<file path="src/design/dit_pkg.sv">
// Package for the disjoint interval tracker.
// Holds the table sizes, the transaction and entry types and the
// sequencer/memory interface structs. No dependencies.
package dit_pkg;

   localparam int CAPACITY   = 32;
   localparam int VALUE_BITS = 16;
   localparam int IDX_W      = $clog2(CAPACITY);
   localparam int CNT_W      = $clog2(CAPACITY + 1);

   localparam logic MODE_ADD  = 1'b0;
   localparam logic MODE_READ = 1'b1;

   localparam logic KIND_ADD  = 1'b0;
   localparam logic KIND_READ = 1'b1;

   typedef struct packed {
      logic                  mode;
      logic [VALUE_BITS-1:0] value;
   } req_type;

   typedef struct packed {
      logic                  kind;
      logic [VALUE_BITS-1:0] range_start;
      logic [VALUE_BITS-1:0] range_end;
      logic                  last;
      logic                  empty_res;
      logic                  dropped;
      logic [CNT_W-1:0]      interval_count;
   } rsp_type;

   // One table row: closed interval [lo, hi].
   typedef struct packed {
      logic [VALUE_BITS-1:0] lo;
      logic [VALUE_BITS-1:0] hi;
   } entry_type;

   typedef struct packed {
      logic             we;
      logic [IDX_W-1:0] waddr;
      entry_type        wdata;
      logic [IDX_W-1:0] raddr;
   } mem_req_type;

   typedef struct packed {
      logic    valid;
      rsp_type data;
   } emit_type;

endpackage

</file>
<file path="src/design/dit_ram.sv">
// Generic single-port-write, single-port-read synchronous RAM.
// Read data is registered; a read of the address being
// written returns the old contents. No dependencies.
module dit_ram #(
   parameter int DEPTH = 32,
   parameter int WIDTH = 32,
   parameter int AW    = $clog2(DEPTH)
) (
   input  logic             clock,
   input  logic             wr_en,
   input  logic [AW-1:0]    wr_addr,
   input  logic [WIDTH-1:0] wr_data,
   input  logic [AW-1:0]    rd_addr,
   output logic [WIDTH-1:0] rd_data
);

   logic [WIDTH-1:0] mem_ff [DEPTH];
   logic [WIDTH-1:0] rd_data_ff;

   always_ff @(posedge clock) begin
      if (wr_en) begin
         mem_ff[wr_addr] <= wr_data;
      end
      rd_data_ff <= mem_ff[rd_addr];
   end

   assign rd_data = rd_data_ff;

endmodule

</file>
<file path="src/design/dit_seq.sv">
// Sequencer for the interval table: walks the table through the RAM read
// port, updates rows in place and shifts rows up or down to insert or close.
// Depends on dit_pkg.
module dit_seq (
   input  logic                clock,
   input  logic                reset,
   input  logic                req_valid,
   output logic                req_stall,
   input  dit_pkg::req_type    req_data,
   output dit_pkg::mem_req_type mem_req,
   input  dit_pkg::entry_type  mem_rdata,
   input  logic                out_free,
   output dit_pkg::emit_type   emit
);
   import dit_pkg::*;

   localparam logic [2:0] S_IDLE   = 3'd0;
   localparam logic [2:0] S_SCAN   = 3'd1;
   localparam logic [2:0] S_MERGE  = 3'd2;
   localparam logic [2:0] S_SHUP   = 3'd3;
   localparam logic [2:0] S_INS    = 3'd4;
   localparam logic [2:0] S_SHDN   = 3'd5;
   localparam logic [2:0] S_RDOUT  = 3'd6;
   localparam logic [2:0] S_RESULT = 3'd7;

   logic [2:0]            state_ff, state_in;
   logic [CNT_W-1:0]      idx_ff, idx_in;
   logic [CNT_W-1:0]      ptr_ff, ptr_in;
   logic [CNT_W-1:0]      cnt_ff, cnt_in;
   logic [VALUE_BITS-1:0] val_ff, val_in;
   logic [VALUE_BITS-1:0] lo_ff, lo_in;
   logic [VALUE_BITS-1:0] hi_ff, hi_in;
   logic                  kind_ff, kind_in;
   logic                  empty_ff, empty_in;
   logic                  drop_ff, drop_in;

   logic [VALUE_BITS:0]   v_inc;
   logic [VALUE_BITS:0]   e_inc;
   logic [CNT_W-1:0]      idx_p1, idx_p2, ptr_p1, ptr_p2, ptr_m1, ptr_m2, cnt_m1;
   logic                  at_end, full, rd_last;

   assign v_inc   = {1'b0, val_ff} + (VALUE_BITS+1)'(1);
   assign e_inc   = {1'b0, mem_rdata.hi} + (VALUE_BITS+1)'(1);
   assign idx_p1  = idx_ff + CNT_W'(1);
   assign idx_p2  = idx_ff + CNT_W'(2);
   assign ptr_p1  = ptr_ff + CNT_W'(1);
   assign ptr_p2  = ptr_ff + CNT_W'(2);
   assign ptr_m1  = ptr_ff - CNT_W'(1);
   assign ptr_m2  = ptr_ff - CNT_W'(2);
   assign cnt_m1  = cnt_ff - CNT_W'(1);
   assign at_end  = (idx_ff == cnt_ff);
   assign full    = (cnt_ff == CNT_W'(CAPACITY));
   assign rd_last = (idx_p1 == cnt_ff);

   assign req_stall = (state_ff != S_IDLE);

   always_comb begin
      state_in = state_ff;
      idx_in   = idx_ff;
      ptr_in   = ptr_ff;
      cnt_in   = cnt_ff;
      val_in   = val_ff;
      lo_in    = lo_ff;
      hi_in    = hi_ff;
      kind_in  = kind_ff;
      empty_in = empty_ff;
      drop_in  = drop_ff;

      mem_req.we       = 1'b0;
      mem_req.waddr    = idx_ff[IDX_W-1:0];
      mem_req.wdata.lo = val_ff;
      mem_req.wdata.hi = val_ff;
      mem_req.raddr    = '0;

      emit.valid                = 1'b0;
      emit.data.kind            = kind_ff;
      emit.data.range_start     = lo_ff;
      emit.data.range_end       = hi_ff;
      emit.data.last            = 1'b1;
      emit.data.empty_res       = empty_ff;
      emit.data.dropped         = drop_ff;
      emit.data.interval_count  = cnt_ff;

      unique case (state_ff)
         S_IDLE: begin
            mem_req.raddr = '0;
            if (req_valid) begin
               val_in   = req_data.value;
               idx_in   = '0;
               empty_in = 1'b0;
               drop_in  = 1'b0;
               if (req_data.mode == MODE_READ) begin
                  kind_in = KIND_READ;
                  if (cnt_ff == '0) begin
                     lo_in    = '0;
                     hi_in    = '0;
                     empty_in = 1'b1;
                     state_in = S_RESULT;
                  end else begin
                     state_in = S_RDOUT;
                  end
               end else begin
                  kind_in  = KIND_ADD;
                  state_in = S_SCAN;
               end
            end
         end

         // Row idx is on the read data; prefetch the next row.
         S_SCAN: begin
            mem_req.raddr = idx_p1[IDX_W-1:0];
            if (at_end) begin
               if (full) begin
                  drop_in = 1'b1;
                  lo_in   = '0;
                  hi_in   = '0;
               end else begin
                  mem_req.we = 1'b1;
                  cnt_in     = cnt_ff + CNT_W'(1);
                  lo_in      = val_ff;
                  hi_in      = val_ff;
               end
               state_in = S_RESULT;
            end else if (mem_rdata.lo > val_ff) begin
               if ({1'b0, mem_rdata.lo} == v_inc) begin
                  mem_req.we       = 1'b1;
                  mem_req.wdata.hi = mem_rdata.hi;
                  lo_in            = val_ff;
                  hi_in            = mem_rdata.hi;
                  state_in         = S_RESULT;
               end else if (full) begin
                  drop_in  = 1'b1;
                  lo_in    = '0;
                  hi_in    = '0;
                  state_in = S_RESULT;
               end else begin
                  // open a gap at idx: copy rows upward from the top
                  mem_req.raddr = cnt_m1[IDX_W-1:0];
                  ptr_in        = cnt_ff;
                  lo_in         = val_ff;
                  hi_in         = val_ff;
                  state_in      = S_SHUP;
               end
            end else if (mem_rdata.hi < val_ff) begin
               if (e_inc == {1'b0, val_ff}) begin
                  lo_in    = mem_rdata.lo;
                  state_in = S_MERGE;
               end else begin
                  idx_in = idx_p1;
               end
            end else begin
               lo_in    = mem_rdata.lo;
               hi_in    = mem_rdata.hi;
               state_in = S_RESULT;
            end
         end

         // Read data holds row idx+1; decide between join and extend.
         S_MERGE: begin
            mem_req.raddr = idx_p2[IDX_W-1:0];
            mem_req.we    = 1'b1;
            mem_req.wdata.lo = lo_ff;
            if ((idx_p1 < cnt_ff) && ({1'b0, mem_rdata.lo} == v_inc)) begin
               mem_req.wdata.hi = mem_rdata.hi;
               hi_in            = mem_rdata.hi;
               cnt_in           = cnt_m1;
               ptr_in           = idx_p1;
               state_in         = (idx_p2 < cnt_ff) ? S_SHDN : S_RESULT;
            end else begin
               mem_req.wdata.hi = val_ff;
               hi_in            = val_ff;
               state_in         = S_RESULT;
            end
         end

         // Close the gap: row ptr takes row ptr+1.
         S_SHDN: begin
            mem_req.raddr = ptr_p2[IDX_W-1:0];
            mem_req.we    = 1'b1;
            mem_req.waddr = ptr_ff[IDX_W-1:0];
            mem_req.wdata = mem_rdata;
            ptr_in        = ptr_p1;
            if (!(ptr_p1 < cnt_ff)) begin
               state_in = S_RESULT;
            end
         end

         // Open the gap: row ptr takes row ptr-1.
         S_SHUP: begin
            mem_req.raddr = ptr_m2[IDX_W-1:0];
            mem_req.we    = 1'b1;
            mem_req.waddr = ptr_ff[IDX_W-1:0];
            mem_req.wdata = mem_rdata;
            ptr_in        = ptr_m1;
            if (ptr_m1 == idx_ff) begin
               state_in = S_INS;
            end
         end

         S_INS: begin
            mem_req.we = 1'b1;
            cnt_in     = cnt_ff + CNT_W'(1);
            state_in   = S_RESULT;
         end

         // Row idx is on the read data; reread it while the output is full.
         S_RDOUT: begin
            mem_req.raddr = idx_ff[IDX_W-1:0];
            if (out_free) begin
               emit.valid            = 1'b1;
               emit.data.kind        = KIND_READ;
               emit.data.range_start = mem_rdata.lo;
               emit.data.range_end   = mem_rdata.hi;
               emit.data.last        = rd_last;
               emit.data.empty_res   = 1'b0;
               emit.data.dropped     = 1'b0;
               mem_req.raddr         = idx_p1[IDX_W-1:0];
               idx_in                = idx_p1;
               if (rd_last) begin
                  state_in = S_IDLE;
               end
            end
         end

         S_RESULT: begin
            if (out_free) begin
               emit.valid = 1'b1;
               state_in   = S_IDLE;
            end
         end

         default: begin
            state_in = S_IDLE;
         end
      endcase
   end

   always_ff @(posedge clock) begin
      if (reset) begin
         state_ff <= S_IDLE;
         cnt_ff   <= '0;
      end else begin
         state_ff <= state_in;
         cnt_ff   <= cnt_in;
      end
   end

   always_ff @(posedge clock) begin
      idx_ff   <= idx_in;
      ptr_ff   <= ptr_in;
      val_ff   <= val_in;
      lo_ff    <= lo_in;
      hi_ff    <= hi_in;
      kind_ff  <= kind_in;
      empty_ff <= empty_in;
      drop_ff  <= drop_in;
   end

   a_cnt_bound: assert property (@(posedge clock) disable iff (reset)
      cnt_ff <= CNT_W'(CAPACITY))
      else $error("interval count above capacity");

   a_no_write_idle: assert property (@(posedge clock) disable iff (reset)
      (state_ff == S_IDLE) |-> !mem_req.we)
      else $error("table write while idle");

   a_emit_state: assert property (@(posedge clock) disable iff (reset)
      emit.valid |-> (out_free && (state_ff == S_RDOUT || state_ff == S_RESULT)))
      else $error("result emitted outside an output state");

   a_cnt_change: assert property (@(posedge clock) disable iff (reset)
      (!$past(reset) && cnt_ff != $past(cnt_ff)) |->
         (state_ff == S_RESULT || state_ff == S_SHDN))
      else $error("interval count changed outside an update");

   a_read_empty: assert property (@(posedge clock) disable iff (reset)
      (state_ff == S_RDOUT) |-> (cnt_ff != '0 && idx_ff < cnt_ff))
      else $error("readout past the stored intervals");

endmodule

</file>
<file path="src/design/disjoint_interval_tracker_core.sv">
// Disjoint interval tracker: sorted table of closed intervals in one RAM.
// Add: the table is scanned row by row, then rows are moved for an insert or join;
//   each row is scanned at most once and moved at most once. The result waits for a free
//   output register; once it is registered, the next request can be accepted.
// Read: one result per stored interval per cycle while the output is not stalled.
// Reset clears the control and the interval count; table rows are not cleared.
module disjoint_interval_tracker_core (
   input  logic             clock,
   input  logic             reset,
   input  logic             req_valid,
   output logic             req_stall,
   input  dit_pkg::req_type req_data,
   output logic             rsp_valid,
   input  logic             rsp_stall,
   output dit_pkg::rsp_type rsp_data
);
   import dit_pkg::*;

   mem_req_type mem_req;
   entry_type   mem_rdata;
   emit_type    emit;
   logic        out_free;

   logic        rsp_valid_ff, rsp_valid_in;
   rsp_type     rsp_data_ff, rsp_data_in;

   dit_ram #(
      .DEPTH (CAPACITY),
      .WIDTH ($bits(entry_type))
   ) u_ram (
      .clock   (clock),
      .wr_en   (mem_req.we),
      .wr_addr (mem_req.waddr),
      .wr_data (mem_req.wdata),
      .rd_addr (mem_req.raddr),
      .rd_data (mem_rdata)
   );

   dit_seq u_seq (
      .clock     (clock),
      .reset     (reset),
      .req_valid (req_valid),
      .req_stall (req_stall),
      .req_data  (req_data),
      .mem_req   (mem_req),
      .mem_rdata (mem_rdata),
      .out_free  (out_free),
      .emit      (emit)
   );

   // Output register frees up when empty or when taken this cycle.
   assign out_free = !rsp_valid_ff || !rsp_stall;

   always_comb begin
      rsp_valid_in = rsp_valid_ff;
      rsp_data_in  = rsp_data_ff;
      if (emit.valid) begin
         rsp_valid_in = 1'b1;
         rsp_data_in  = emit.data;
      end else if (!rsp_stall) begin
         rsp_valid_in = 1'b0;
      end
   end

   always_ff @(posedge clock) begin
      if (reset) begin
         rsp_valid_ff <= 1'b0;
      end else begin
         rsp_valid_ff <= rsp_valid_in;
      end
   end

   always_ff @(posedge clock) begin
      rsp_data_ff <= rsp_data_in;
   end

   assign rsp_valid = rsp_valid_ff;
   assign rsp_data  = rsp_data_ff;

endmodule
</file>
<file path="config.mk">
export PLATFORM = sky130hd
export DESIGN_NAME = disjoint_interval_tracker_core
export DESIGN_NICKNAME = d
export VERILOG_FILES = /design/src/design/dit_pkg.sv /design/src/design/dit_ram.sv /design/src/design/dit_seq.sv /design/src/design/disjoint_interval_tracker_core.sv
export SDC_FILE = /design/constraint.sdc
export NUM_CORES = 1
export LEC_CHECK = 0
export BUFFER_PORTS_ARGS = -buffer_cell sky130_fd_sc_hd__buf_2
export CAP_MARGIN = 30
export CORE_ASPECT_RATIO = 2
export CORE_MARGIN = 1.5
export CORE_UTILIZATION = 63
export DETAILED_ROUTE_END_ITERATION = 8
export PLACE_DENSITY = 0.76
export SLEW_MARGIN = 10
export SYNTH_ARGS = -nofsm -noshare
export SYNTH_HDL_FRONTEND = slang
export SYNTH_SLANG_ARGS = --single-unit
export TNS_END_PERCENT = 50
</file>
<file path="constraint.sdc">
create_clock -name clock -period 6.2 [get_ports clock]
set_input_delay 1.24 -clock clock [delete_from_list [all_inputs] [get_ports clock]]
set_output_delay 1.24 -clock clock [all_outputs]
set_load 0.02 [all_outputs]
</file>
==> impl_results.md <==
- Distinct cell type count after synthesis: 77
- Critical hold path startpoint: u_seq.kind_ff
- CP Launch Point: u_seq.val_ff[11]
- Register area share after synthesis: slightly below 70%
- Largest net degree at the start of global routing: 74
- Layout cells sized above 1: between 10% and 20%
- Per-cell routed wire length: between 30 and 40 um
- Root Buffer: clkbuf_16
- Core Box Area: roughly 80000 um2
- Drt first pass iters: 8
- Tightest Hold Check Type: register to register
- Dpl hpwl: roughly 92000 um
- Routed WL: about 140000 um
- First-pass GRT wire length: between 200000 and 250000 um
- Final period util: 93.4%
- Most frequent cells after synthesis: edfxtp_1 (1129), mux2i_1 (477), nand2_1 (260), a22oi_1 (176), a21oi_1 (158)
- Mux share of post-synthesis cell area: between 10% and 20%
- Starting Density: between 60% and 70%
- Post-synthesis xor/xnor area fraction: under 10%
- Worst EP arrival: ~6.4 ns
- Simple-Gate Fraction of Synth Area: between 5 and 6%
- Nature of the critical path startpoint: register
- Fin Setup TNS: 0 ns
- Adder-cell share of the synthesized area: approximately 1.5%
- Final core utilization: a little under three quarters
- Syn nets: about 3500
- Height of the die: 401 um
- Layout Skew: between 0.02 and 0.03 ns
- Maximum vdd drop: ~0.46 mV
- Count leader, synth: edfxtp_1
- DRT antenna net count: 0
- Max-slew headroom: approximately 30%
- Critical-path cell list: inv_1, ha_1, a21oi_1, a21oi_1, a2111oi_0, buf_1, a21oi_1, buf_4, a31oi_2, o21a_2, buf_4, nor4_2, buf_4, a22oi_1, nand4_1, a311oi_1
- Die W: around 200 um
- Cts hold-fix bufs: 0
- Number of port buffers: 64
- Slowest cell on the critical path: edfxtp_1
- Drt drc: 0
- Crit Path Class: register to register
- Share of the synthesized area in the top cell type: 67.9%
- Placer Congestion: 0.956
- Area Growth Syn to Fin: 12.7%
- Least-Margin Pin Slew: 1.05 ns
- Syn avg cell area: ~15 um2
- Power Density: 598 nW/um2
- Endpoint kind of the worst setup timing path: register
- Area leader, netlist: edfxtp_1
- Top cells by area, synth: edfxtp_1 (68%), mux2i_1 (9.6%), a22oi_1 (2.6%)
- EDFF count, synth: around 1100
- Clock transition at path regs: about 0.08 ns
- Lkg Pwr: just under 0.02 uW
- Final setup violation count: 0
- Tmin final: 5.79 ns
- Status: finished clean
- DR vias/cell: just under 7
- Grt ovf: 0
- Max Fclk: between 0.15 and 0.2 GHz
- Most common flop cell mapped by yosys: edfxtp_1
- Bufs on Longest Clock Path: 3
- RSZ-0062 raised after global routing: false
- Initial antenna violation count: 0
- Largest family of logic cells by synthesized area: multiplexers
- Setup Buffers After CTS: 0
- Critical Path RT: between 6 and 7 ns
- GRT Total Usage: around 36%
- Async S/R FF share, synth: 0%
- Synth Area in Compound Gates: slightly above 9%
- Gate Count Post-Synth: 3401
- # rows: approximately 150
- Fin area: 56300 um2
- Placed inst area: 52900 um2
- Final hold vios: 0
- Final-report max-slew violation count: 0
- Critical path's largest stage delay: about 0.8 ns
- Routed via count: 31551
- # diodes: 0
- Vias in the first global route: between 30000 and 40000
- Total I/O pin count: 65
- Max-cap violations: 0
- CTS Sinks: 1171
- Iteration-0 DRC count of the detailed router: 3370
- Cts bufs inserted: 96
- # H-tree levels: 3
- Final Net Count: around 3600
- Crit path max fanout: 22
- #FFs+latches synth: around 1200
- R2R Path Start: u_seq.val_ff[11]
- Synthesis warning total: 0
- CTS tree: built
- CTS resizes: 0
- Total Die Area: 81100 um2
- Clk Latency, worst-skew pair: 0.71 ns
- Mapped cell area: approximately 50000 um2
## routing by layer
metal  vias to the layer above  wire length [um]  global-route usage (%)
met2                      1873             75400                    62.8
met5                         -                 0                       0
li1                      13485                 -                       -
met1                     15660             46200                    38.1
met4                         0             11600                    25.7
met3                       533             11000                    6.27
## cells by family after synthesis
logic type / count (synthesis)
buffers and inverters: 288
xor gates and xnor gates: 62
AOI/OAI and AO/OA: 682
muxes: 508
and+or+nand+nor: 629
adders and majority gates: 61
DFF: 1171
## through the flow
step,setup WS (ns),std cells,hold slack [ns],power (uW)
global route,0.220,4609,0.535,34800
floorplan,1.38,3401,0.406,21300
finish,0.408,4609,0.526,33700
CTS,0.378,4605,0.533,33400
detailed placement,0.413,4428,0.510,26900
global placement,0.187,4419,0.476,26400
## worst paths after layout
path / cells past startpoint / slack [ns] / endpoint
min: 1 / 0.53 / rsp_data[41]
min reg2reg: 1 / 0.53 / rsp_data[41]
max reg2reg: 16 / 0.41 / u_ram.rd_data[20]
max: 16 / 0.41 / u_ram.rd_data[20]
## power breakdown
group / switching [uW] / leakage [uW] / internal [uW] / total [uW]
combinational: 9870 / 0.00741 / 5230 / 15100
clock: 2830 / 0.00165 / 3670 / 6510
sequential: 870 / 0.0106 / 11200 / 12000
## flip-flops by register name (all words and copies together), names as in the netlist
name,count
u_seq.ptr_ff,6
u_seq.idx_ff,6
rsp_valid,1
u_ram.rd_data,32
u_seq.hi_ff,16
u_seq.state_ff,3
u_ram.mem_ff,1024
rsp_data,42
u_seq.cnt_ff,6
u_seq.drop_ff,1
u_seq.kind_ff,1
u_seq.val_ff,16
u_seq.empty_ff,1
u_seq.lo_ff,16
## cell type report
cell class                 instances  area [um2]
tap                             1029        1290
fill                            5000       22100
clock inverter                    69         857
inverter                          52         195
multi-input combinational       1942       14500
timing repair buffer             238        2190
sequential                      1171       34700
clock buffer                     108        2500
## worst max-delay path, delay by kind of cell, from the launching register on
| family | cells | cell delay [ns] |
|---|---|---|
| AO/OA/AOI/OAI | 8 | 2.59 |
| buffers and inverters | 5 | 1.46 |
| adder cells (fa/ha/maj) | 1 | 0.41 |
| flip-flops | 1 | 0.82 |
| AND/OR/NAND/NOR | 2 | 0.36 |
## placed cells by master (no fill, tap or decap), types with 10 or more instances in the layout
| cell type | synthesis | routed |
|---|---|---|
| a211oi_1 | 19 | 19 |
| a21o_1 | 12 | 12 |
| a21oi_1 | 158 | 157 |
| a221oi_1 | 15 | 15 |
| a22oi_1 | 176 | 176 |
| a2bb2oi_2 | 0 | 10 |
| a311oi_1 | 13 | 13 |
| a31oi_1 | 12 | 11 |
| and3_1 | 10 | 10 |
| buf_12 | 0 | 39 |
| buf_2 | 41 | 65 |
| buf_4 | 17 | 123 |
| bufinv_16 | 0 | 18 |
| clkbuf_16 | 0 | 97 |
| clkinv_1 | 0 | 14 |
| clkinv_2 | 0 | 20 |
| dfxtp_1 | 42 | 42 |
| edfxtp_1 | 1129 | 1129 |
| ha_1 | 60 | 60 |
| inv_1 | 52 | 52 |
| mux2_2 | 30 | 30 |
| mux2i_1 | 477 | 477 |
| nand2_1 | 260 | 259 |
| nand2b_1 | 12 | 12 |
| nand3_1 | 107 | 105 |
| nand4_1 | 25 | 25 |
| nor2_1 | 106 | 71 |
| nor2_4 | 0 | 33 |
| nor2b_1 | 11 | 11 |
| nor3_1 | 27 | 27 |
| nor4_1 | 33 | 29 |
| o21ai_0 | 64 | 46 |
| o21ai_1 | 6 | 10 |
| o21ai_2 | 0 | 12 |
| o22ai_1 | 94 | 94 |
| o32ai_1 | 24 | 24 |
| xnor2_1 | 41 | 41 |
| xor2_1 | 20 | 20 |
Power figures use the tool's default switching activity.
